==> src/design/zlxc_ram.sv <==
module zlxc_ram #(
    parameter int WIDTH = 32,
    parameter int DEPTH = 16
) (
    input  logic                     i_clk,
    input  logic                     i_we,
    input  logic [$clog2(DEPTH)-1:0] i_waddr,
    input  logic [WIDTH-1:0]         i_wdata,
    input  logic                     i_re,
    input  logic [$clog2(DEPTH)-1:0] i_raddr,
    output logic [WIDTH-1:0]         o_rdata
);

    logic [WIDTH-1:0] r_mem [DEPTH];
    logic [WIDTH-1:0] r_rdata;

    always_ff @(posedge i_clk) begin
        if (i_we) begin
            r_mem[i_waddr] <= i_wdata;
        end
        if (i_re) begin
            r_rdata <= r_mem[i_raddr];
        end
    end

    assign o_rdata = r_rdata;

endmodule

==> config.mk <==
export PLATFORM = sky130hd
export DESIGN_NAME = zlxc_ram
export DESIGN_NICKNAME = d
export VERILOG_FILES = /design/src/design/zlxc_ram.sv
export SDC_FILE = /design/constraint.sdc
export NUM_CORES = 1
export LEC_CHECK = 0
export BUFFER_PORTS_ARGS = -buffer_cell sky130_fd_sc_hd__buf_2
export CORE_UTILIZATION = 61
export DETAILED_ROUTE_END_ITERATION = 8
export PLACE_DENSITY = 0.89
export REMOVE_ABC_BUFFERS = 1
export SYNTH_ARGS = -nofsm -noshare
export SYNTH_HDL_FRONTEND = slang
export SYNTH_SLANG_ARGS = --single-unit
==> constraint.sdc <==
create_clock -name i_clk -period 4.2 [get_ports i_clk]
set_input_delay 0.21 -clock i_clk [delete_from_list [all_inputs] [get_ports i_clk]]
set_output_delay 0.21 -clock i_clk [all_outputs]
set_load 0.02 [all_outputs]
=== After elaboration in Yosys (flattened, before gate mapping) ===
Memory sizes are Yosys's and may differ from the RTL's. A register that Yosys moved wholly into a read port is not among the register bits.
Index checks and enable logic that the tools add are counted.

* Register bits: 0
* Bits in latches: 0
* Bits in writable memories: 512
* Memory bits (read-only): 0
* Input bits: 43
* Output and inout port bits: 32
* Logic and storage cells: 3
* Memories: 1

* $add $sub $neg: 0
* Multiply operators: 0
* Div/mod/pow operators: 0
* $lt $le $gt $ge: 0
* Eq/ne operators: 0
* Shift operators: 0
* Muxes and demuxes: 2
* Bitwise operators: 0
* Reductions and logical operators: 0

{| class="wikitable"
|+ Memory list
! name !! words !! bits a word !! rd ports !! clocked after memory_dff !! write ports !! RTL line !! text
|-
| r_mem || 16 || 32 || 1 || 1 || 1 || 14 || <nowiki>logic [WIDTH-1:0] r_mem [DEPTH];</nowiki>
|}

{| class="wikitable"
|+ Operators by type and width
! operator !! count
|-
| $mux W1 || 2
|}

=== Depth between registers and ports, before layout ===
* Depth in word-level cells: 2
* Mapped depth: 5
* Gate-level depth less buffers: 3

=== Least setup slack after synthesis ===
OpenSTA, ideal clock, no wires.

* Kind: input-to-reg
* Start point: input port i_waddr[2]
* End point: memory r_mem[0][0], enable pin
* Setup time: 0.461 ns
* Arrival time: 2.928 ns
* Required time: 3.739 ns
* Setup slack: 0.810 ns
* Stages on the path: 2
* Path buffers: 0
* Path through: or3b_2 > nor3_1

{| class="wikitable"
|+ RTL lines
! what !! RTL line !! text
|-
| start, declared || 7 || <nowiki>input logic [$clog2(DEPTH)-1:0] i_waddr,</nowiki>
|-
| end, declared || 14 ||
|}

Straight into the memory's write port.

=== Worst setup path in the final report ===
* Start point: input port i_waddr[1]
* End point: memory r_mem[13][27], enable pin

Straight into the memory's write port.

==> results.cfg <==
[run_status]
status = finished with violations
violations = DRC

[min_path]
whs_path_depth = 1
worstHoldPathType = input port to flip-flop

[logic_synthesis]
yosysWarnings = 0
synthDistinctLibCells = 17
ys_ff_latch = 544
yosysSeqAreaShare_pct = 80.97
avgSynthCellArea_um2 = 24.07
netlist_area_mm2 = 0.02017
synth_cells = 838

[clock_network]
htreeDepth = 2
post-cts-setup-buffers = 0
cts_buffers = 51
clk_pin_slew_worst_paths_ns = 0.06
clock_path_buffers = 3
cts-root-buf = clkbuf_16
clock_latency_ns = 0.57
cts_sinks = 544
cts_tree = done

[floorplan]
die_h_um = 183.9
dieArea_mm2 = 0.03380
core_mm2 = 0.03254
start_util_pct = 62.01
pin_count = 75
die_w_um = 183.9
placement_rows = 66

[power_and_ir_drop]
pwr_density_cell_mw_per_mm2 = 487.6
p_sw_share_pct = 20.80
intPower_mw = 8.844
power_switching_mw = 2.323
pwr-share-seq_pct = 55.2
finalPower_mw = 11.17
clkPwrFrac_pct = 39.8
comb_power_share_pct = 5.1
p_leak_nw = 7.311
peakVddDrop_mv = 0.4193

[setup_path]
rr_worst_depth = 3
crit_fanout = 23
critPathTopFamily = simple AND/OR/NAND/NOR gates
cp-start-kind = input port
worstSetupPathDepth = 4
worstPathArrival_ns = 2.09
path_buf_inv = 2
crit_type = input port to flip-flop
worst_setup_path_end_kind = flip-flop
slowest_stage = nor2_4
path_cells = buf_2 > nand2b_1 > nor2_4 > buf_4
cp_data_required_time_ns = 4.43
crit_path_max_incr_delay_ns = 0.94

[finish]
area_growth_pct = 13.53
final_nets = 995
fin_cells = 1435
fillers = 1832
drive_above_1_share_pct = 31.45

[global_routing]
grt_pass1_vias = 10030
grtUsageTotal_pct = 28.50
grt_pass1_wl_mm = 66.54
grt_antenna_before_repair = 1
grt_max_degree = 53
overflow = 0

[sta]
period_share_pct = 44.21
finClkSkew_ns = 0.02651
min_period_ns = 1.857
rsz0062_at_grt = no
slew_viol_final = 0
final.setup.tns_ns = 0
fmax_ghz = 0.5386
slew_headroom_pct = 22.37
setup-violations-final = 0
hold_slack_ns = 0.02219
hold_viol_final = 0
worst_slew_pin_slew_ns = 1.162

[place]
place_inst = 1332
place.gp.congestion = 0.7117
numPortBuffers = 74
dp_hpwl_mm = 22.59

[routing]
drc_errors = 1
routed_wl_mm = 46.26
vias = 9739
antenna_left = 0
drt-initial-drc-count = 1251
post_drt_wl_per_cell_um = 32.23
via_per_inst = 6.787
first_pass_iters = 7

[flow_run]
drv_cap = 0
-- cells in the mapped netlist, drive strengths merged --
library cell | n | share of area [%]
a22oi | 64 | 2.4
and2 | 1 | 0.031
buf | 26 | 0.79
clkbuf | 17 | 0.32
edfxtp | 544 | 81
mux4 | 128 | 14
nand2 | 33 | 0.61
nand2b | 2 | 0.062
nand3 | 1 | 0.025
nand3b | 2 | 0.074
nor2 | 13 | 0.24
nor2b | 2 | 0.062
nor3 | 4 | 0.099
or3b | 1 | 0.043
-- repair_timing --
item,CTS,global route
hold buffers,9,0
resized for setup,0,0
hold endpoints to repair,75,0
-- layer usage --
metal / wire (um) / track usage (%) / vias to the layer above
li1: - / - / 3841
met1: 16890 / 39.13 / 5021
met2: 22690 / 44.83 / 750
met3: 4963 / 6.894 / 127
met4: 1713 / 11.40 / 0
met5: 0 / 0 / -
-- cell usage in the layout, fill, tap and decap left out, drive strengths merged, types with 2 or more instances in the layout --
master	count
edfxtp	544
mux4	128
buf	94
a22oi	64
clkbuf	64
nand2	33
clkinv	23
nor2	13
dlygate4sd3	9
nor3	4
bufinv	4
nor2b	2
nand3b	2
nand2b	2
clkinvlp	2
-- kinds of logic after synthesis --
logic type	after synthesis	synth area share, %
buf+inv	43	1.104
simple gates	59	1.253
compound gates	64	2.382
flops	544	80.97
mux	128	14.29
-- worst paths after layout --
path	slack (ns)	endpoint	from
min reg2reg	0.75	o_rdata[18]	r_mem[15][18]
max reg2reg	2.63	o_rdata[26]	r_mem[15][26]
min	0.02	r_mem[9][4]	i_wdata[4]
max	2.34	r_mem[13][27]	i_waddr[1]
-- area by class of cell --
cell class                      count  area (um^2)  share of cell area (%)
Tap cell                          442        553.0                   2.415
Timing Repair Buffer              104        666.9                   2.912
Antenna cell                        1        2.502                 0.01093
Sequential cell                   544        16340                   71.32
Multi-Input combinational cell    251         3750                   16.37
Clock buffer                       63         1343                   5.862
Clock inverter                     30        252.7                   1.104
-- state kept, by name, summed over array words and instances (netlist names) --
| name | cells |
|---|---|
| o_rdata | 32 |
| r_mem | 512 |
-- power by group through the flow --
stage / Combinational (mW) / Clock (mW) / Sequential (mW)
6_report: 0.564 / 4.44 / 6.16
5_1_grt: 0.599 / 4.67 / 6.17
4_1_cts: 0.566 / 4.48 / 6.16
3_5_place_dp: 0.550 / 0 / 6.27
3_3_place_gp: 0.522 / 0 / 6.26
2_1_floorplan: 0.234 / 0 / 6.29
-- per-stage QoR --
step / utilization, % / setup slack [ns] / cell area [um^2]
2_1_floorplan: - / 0.8104 / 19950
5_1_grt: 70.39 / 2.241 / 22900
6_report: 70.39 / 2.343 / 22900
3_5_place_dp: 65.21 / 1.799 / 21220
3_3_place_gp: 65.21 / 1.856 / 21220
4_1_cts: 70.39 / 2.355 / 22900
(Power assumes the default switching activity.)
