===== src/design/zlxc_pkg.sv =====
package zlxc_pkg;

    localparam int SAMPLE_BITS = 16;
    localparam int ACC_BITS    = 48;
    localparam int INDEX_BITS  = 16;
    localparam int PROD_BITS   = 2 * SAMPLE_BITS;
    // (a + b) * (c + d) with one growth bit on each side
    localparam int LPROD_BITS  = 2 * SAMPLE_BITS + 2;
    localparam int NUM_SUMS    = 5;
    localparam int MEM_BITS    = NUM_SUMS * ACC_BITS;

    typedef enum logic [1:0] {
        OP_ACC   = 2'd0,
        OP_CLEAR = 2'd1,
        OP_READ  = 2'd2
    } t_op;

    localparam logic [2:0] REG_INVERT_VP         = 3'd0;
    localparam logic [2:0] REG_INVERT_VS         = 3'd1;
    localparam logic [2:0] REG_INVERT_DENSITY    = 3'd2;
    localparam logic [2:0] REG_INVERT_POROSITY   = 3'd3;
    localparam logic [2:0] REG_INVERT_SATURATION = 3'd4;

    typedef struct packed {
        logic [1:0]                    operation;
        logic [INDEX_BITS-1:0]         point_index;
        logic signed [SAMPLE_BITS-1:0] fwd_sxx;
        logic signed [SAMPLE_BITS-1:0] fwd_syy;
        logic signed [SAMPLE_BITS-1:0] fwd_sxy;
        logic signed [SAMPLE_BITS-1:0] fwd_vx;
        logic signed [SAMPLE_BITS-1:0] fwd_vy;
        logic signed [SAMPLE_BITS-1:0] adj_sxx;
        logic signed [SAMPLE_BITS-1:0] adj_syy;
        logic signed [SAMPLE_BITS-1:0] adj_sxy;
        logic signed [SAMPLE_BITS-1:0] adj_vx;
        logic signed [SAMPLE_BITS-1:0] adj_vy;
    } t_in;

    typedef struct packed {
        logic signed [ACC_BITS-1:0] sum_lambda;
        logic signed [ACC_BITS-1:0] sum_mu_a;
        logic signed [ACC_BITS-1:0] sum_mu_b;
        logic signed [ACC_BITS-1:0] sum_mu_c;
        logic signed [ACC_BITS-1:0] sum_rho;
    } t_out;

    typedef struct packed {
        logic signed [LPROD_BITS-1:0] lambda;
        logic signed [PROD_BITS-1:0]  mu_a1;
        logic signed [PROD_BITS-1:0]  mu_a2;
        logic signed [PROD_BITS-1:0]  mu_b1;
        logic signed [PROD_BITS-1:0]  mu_b2;
        logic signed [PROD_BITS-1:0]  mu_c;
        logic signed [PROD_BITS-1:0]  rho1;
        logic signed [PROD_BITS-1:0]  rho2;
    } t_prod;

    typedef struct packed {
        logic invert_vp;
        logic invert_vs;
        logic invert_density;
        logic invert_porosity;
        logic invert_saturation;
    } t_cfg;

    typedef struct packed {
        logic lambda;
        logic mu;
        logic rho;
    } t_en;

endpackage


===== src/design/zlxc_sat_add.sv =====
module zlxc_sat_add (
    input  logic signed [zlxc_pkg::ACC_BITS-1:0]   i_acc,
    input  logic signed [zlxc_pkg::LPROD_BITS-1:0] i_prod,
    input  logic                                   i_en,
    output logic signed [zlxc_pkg::ACC_BITS-1:0]   o_sum
);

    localparam int AB = zlxc_pkg::ACC_BITS;
    localparam int PB = zlxc_pkg::LPROD_BITS;
    localparam int W  = AB + 1;

    localparam logic signed [AB-1:0] ACC_MAX = {1'b0, {(AB-1){1'b1}}};
    localparam logic signed [AB-1:0] ACC_MIN = {1'b1, {(AB-1){1'b0}}};

    logic signed [W-1:0] w_wide;
    logic                w_ovf;

    assign w_wide = {i_acc[AB-1], i_acc} + {{(W-PB){i_prod[PB-1]}}, i_prod};
    // one guard bit: disagreement with the next bit means we left the range
    assign w_ovf  = w_wide[W-1] ^ w_wide[W-2];

    always_comb begin
        if (!i_en) begin
            o_sum = i_acc;
        end else if (w_ovf) begin
            o_sum = w_wide[W-1] ? ACC_MIN : ACC_MAX;
        end else begin
            o_sum = w_wide[AB-1:0];
        end
    end

endmodule


===== config.mk =====
export PLATFORM = sky130hd
export DESIGN_NAME = zlxc_sat_add
export DESIGN_NICKNAME = d
export VERILOG_FILES = /design/src/design/zlxc_pkg.sv /design/src/design/zlxc_sat_add.sv
export SDC_FILE = /design/constraint.sdc
export NUM_CORES = 1
export LEC_CHECK = 0
export CAP_MARGIN = 20
export CORE_ASPECT_RATIO = 0.7
export CORE_MARGIN = 5
export CORE_UTILIZATION = 53
export DETAILED_ROUTE_END_ITERATION = 10
export DONT_BUFFER_PORTS = 1
export GPL_TIMING_DRIVEN = 0
export PLACE_DENSITY = 0.8
export SYNTH_ARGS = -nofsm -noshare
export SYNTH_HDL_FRONTEND = slang
export SYNTH_SLANG_ARGS = --single-unit

===== constraint.sdc =====
create_clock -name vclk -period 3.99
set_input_delay 0.1995 -clock vclk [all_inputs]
set_output_delay 0.1995 -clock vclk [all_outputs]
set_load 0.02 [all_outputs]

## Yosys cells after proc, flatten, opt, wreduce, memory -nomap -nowiden

Index checks and enable logic that the tools add are counted.

| storage, ports and cells | value |
|---|---|
| bits in registers | 0 |
| bits of input ports | 83 |
| output and inout port bits | 48 |
| word-level logic and storage cells | 5 |

| cells by class | value |
|---|---|
| $add $sub $neg | 1 |
| multiplexer cells | 3 |
| bitwise gates (word level) | 1 |

Operators by type and width:

| operator | count |
|---|---|
| two-way mux 48 bit | 3 |
| adder 48 x 34 -> 49 bit | 1 |
| bitwise XOR 1 bit | 1 |

## Longest topological paths before layout

| depth | value |
|---|---|
| depth after elaboration | 4 |
| gate-level depth with buffers | 15 |
| mapped depth without buffers | 13 |

## Worst setup path after synthesis

No wires, ideal clock.

| timing path | value |
|---|---|
| path kind | input to output |
| from | input i_acc[0] in the netlist's numbering |
| to | output o_sum[10] in the netlist's numbering |
| arrival time | 2.980 ns |
| data required time | 3.790 ns |
| slack | 0.810 ns |
| stages | 15 |
| path buffers | 2 |
| cells stage by stage | ha_1 > inv_1 > fa_1 > nand2b_1 > a21oi_1 > nor2_1 > o21ai_0 > a21oi_1 > o21ba_2 > o41ai_4 > and2_1 > buf_2 > buf_2 > nor2_1 > o22ai_1 |

| on the way | value |
|---|---|
| longest elaborated chain between the ends | 4 |
| elaborated cells between the ends (all ways) | 5 |
| classes of those cells | 1 x add/sub; 3 x mux; 1 x bitwise |

RTL lines:

| what | line | text |
|---|---|---|
| start, declared | zlxc_sat_add.sv:2 | `input logic signed [zlxc_pkg::ACC_BITS-1:0] i_acc,` |
| adder 48 x 34 -> 49 bit (*) | zlxc_sat_add.sv:18 | `assign w_wide = {i_acc[AB-1], i_acc} + {{(W-PB){i_prod[PB-1]}}, i_prod};` |
| two-way mux 48 bit / bitwise XOR 1 bit (equally long branches) | zlxc_sat_add.sv:26, zlxc_sat_add.sv:20 |  |
| two-way mux 48 bit (*) | zlxc_sat_add.sv:25 | `end else if (w_ovf) begin` |
| two-way mux 48 bit (*) | zlxc_sat_add.sv:23 | `if (!i_en) begin` |
| end, declared | zlxc_sat_add.sv:5 | `output logic signed [zlxc_pkg::ACC_BITS-1:0] o_sum` |

Mark *: on every way between the ends. The rest lies on a longest branch, timed or not.

## Worst setup path in the final report

| timing path | value |
|---|---|
| from | input i_acc[0] in the netlist's numbering |
| to | output o_sum[1] in the netlist's numbering |

Same word-level chain as after synthesis.

==> flow_metrics.py <==
metrics = {
    "place": {
        "io_buffer_count": 0,
        "place.gp.congestion": 0.967,
        "hpwl_um": 9920,
    },
    "die": {
        "die_w_um": 109,
        "dieArea_um2": 8630,
        "rows": 25,
        "io_pins": 131,
        "core_um2": 6690,
        "die_h_um": 79.2,
        "initial_utilization": 0.542,
    },
    "power": {
        "ir_worst_vdd_mv": 0.101,
        "power.leakage_uw": 0.00184,
        "power_density_nw_per_um2": 231,
        "total_power_uw": 917,
    },
    "cells_and_area": {
        "clock_buffers": 0,
        "utilization": 0.592,
        "syn2layout_area_growth_pct": 9.13,
        "regArea_um2": 0,
        "fillCellCount": 684,
        "nNetsFinal": 717,
        "drive_gt1_frac": 0.111,
        "diodes": 0,
        "nFlopsAndLatches": 0,
    },
    "timing": {
        "worstMarginPinSlew_ns": 0.816,
        "fmax_ghz": 0.262,
        "hold_ws_ns": 0.561,
        "tns_ns": 0,
        "fin_crit_sh": 0.958,
        "hold_viol": 0,
        "finalSetupViolations": 0,
        "min_period_ns": 3.82,
        "finalMaxSlewViolations": 0,
        "slew_headroom": 0.449,
    },
    "route": {
        "wl_um": 12100,
        "drt-initial-drc-count": 334,
        "vias": 4328,
        "drcViolationCount": 0,
        "viasPerCell": 6.39,
        "ant_nets": 0,
        "firstDrtPassIters": 5,
        "wl_per_cell_um": 17.9,
    },
    "hold_path": {
        "min_path_type": "input pin to output pin",
    },
    "critical_path": {
        "crit_arrival_ns": 3.62,
        "worstSetupEndpointType": "output pin",
        "critical_path_class": "input pin to output pin",
        "worstPathRequired_ns": 3.79,
        "crit_path_max_fanout": 10,
        "crit_path_start_kind": "input pin",
    },
    "yosys": {
        "ys_types": 58,
        "avgSynthCellArea_um2": 6.23,
        "yosysSeqAreaShare": 0,
        "synth_top_area_frac": 0.165,
        "synth_warnings": 0,
        "synth_largest_area_cell": "ha_1",
        "synth.top_cells.by_count": "a21oi_1, nor2_1, inv_1",
        "syn_inst": 583,
        "netlist_area_um2": 3630,
        "synthTopCellsByArea": "ha_1, a21oi_1, nor2_1",
        "synth_nets": 715,
    },
    "global_routing": {
        "grt_overflow_total": 0,
        "grt_pass1_wl_um": 18400,
        "grt_antenna_before_repair": 0,
        "grt_max_degree": 16,
        "grt_pass1_vias": 3798,
        "grt_use_total": 0.255,
    },
    "job": {
        "maxCapViolCount": 0,
    },
    "run_status": {
        "status": "completed",
    },
}
==> final timing paths <==
kind                       from         to  slack (ns)  cells past startpoint
worst max-delay path   i_acc[0]   o_sum[1]        0.17                     14
worst min-delay path  i_acc[33]  o_sum[33]        0.56                      2
==> worst max-delay path, stage by stage <==
cell and delay (ns):
ha_1 0.17, inv_1 0.06, fa_1 0.37, nand2b_1 0.20
a21oi_1 0.26, nor2_1 0.09, o21ai_0 0.26, a21oi_1 0.21
o21ba_2 0.30, o41ai_4 0.52, or2_4 0.26, nand2_2 0.08
buf_4 0.22, o22ai_1 0.42
==> cells by family (layout without fill, tap and decap cells) <==
logic type,count (synthesis),count (layout),synth area share
xor gates and xnor gates,44,44,0.108
and+or+nand+nor,172,172,0.211
AOI/OAI and AO/OA,224,224,0.396
buffers and inverters,90,90,0.102
muxes,3,3,0.00862
adders and majority gates,50,50,0.174
==> layout by cell type (no fill, tap or decap), types with 14 or more instances in the layout <==
cell type  synthesis  routed
xor2_1            14      14
buf_2             16      16
nor2_1            73      73
inv_1             61      61
a21o_1            20      20
nand2_1           48      48
o21ai_0           28      28
ha_1              48      48
a21oi_1           73      73
o22ai_2            0      34
xnor2_1           29      29
==> final cells by class <==
type | instances | area (um2) | area share
multi-input cells | 493 | 3470 | 0.877
inverters | 61 | 229 | 0.0578
well taps | 94 | 118 | 0.0297
plain buffers | 29 | 140 | 0.0354
==> repair_timing <==
| action | 4_1_cts | 5_1_grt |
|---|---|---|
| resized for setup | 0 | 35 |
| hold buffers | 0 | 0 |
| buffers inserted | 0 | 0 |
| setup endpoints to repair | 0 | 33 |
==> metrics by stage <==
step,area (um2),instances,worst slack (ns)
5_1_grt,3960,677,-0.00669
6_report,3960,677,0.168
2_1_floorplan,3630,583,0.810
3_3_place_gp,3750,677,0.206
3_5_place_dp,3750,677,0.135
4_1_cts,3750,677,0.130
==> report_power, final <==
group	internal, uW	total [uW]	switching, uW
registers	0	0	0
clock network	0	0	0
logic	326	917	591
==> metal layers <==
metal,vias up,global-route usage,part of all wire
li1,2093,-,-
met1,1985,0.375,0.47
met2,234,0.391,0.42
met3,16,0.0406,0.096
met4,0,0.0416,0.015
met5,-,0,0
(Power assumes the default switching activity.)
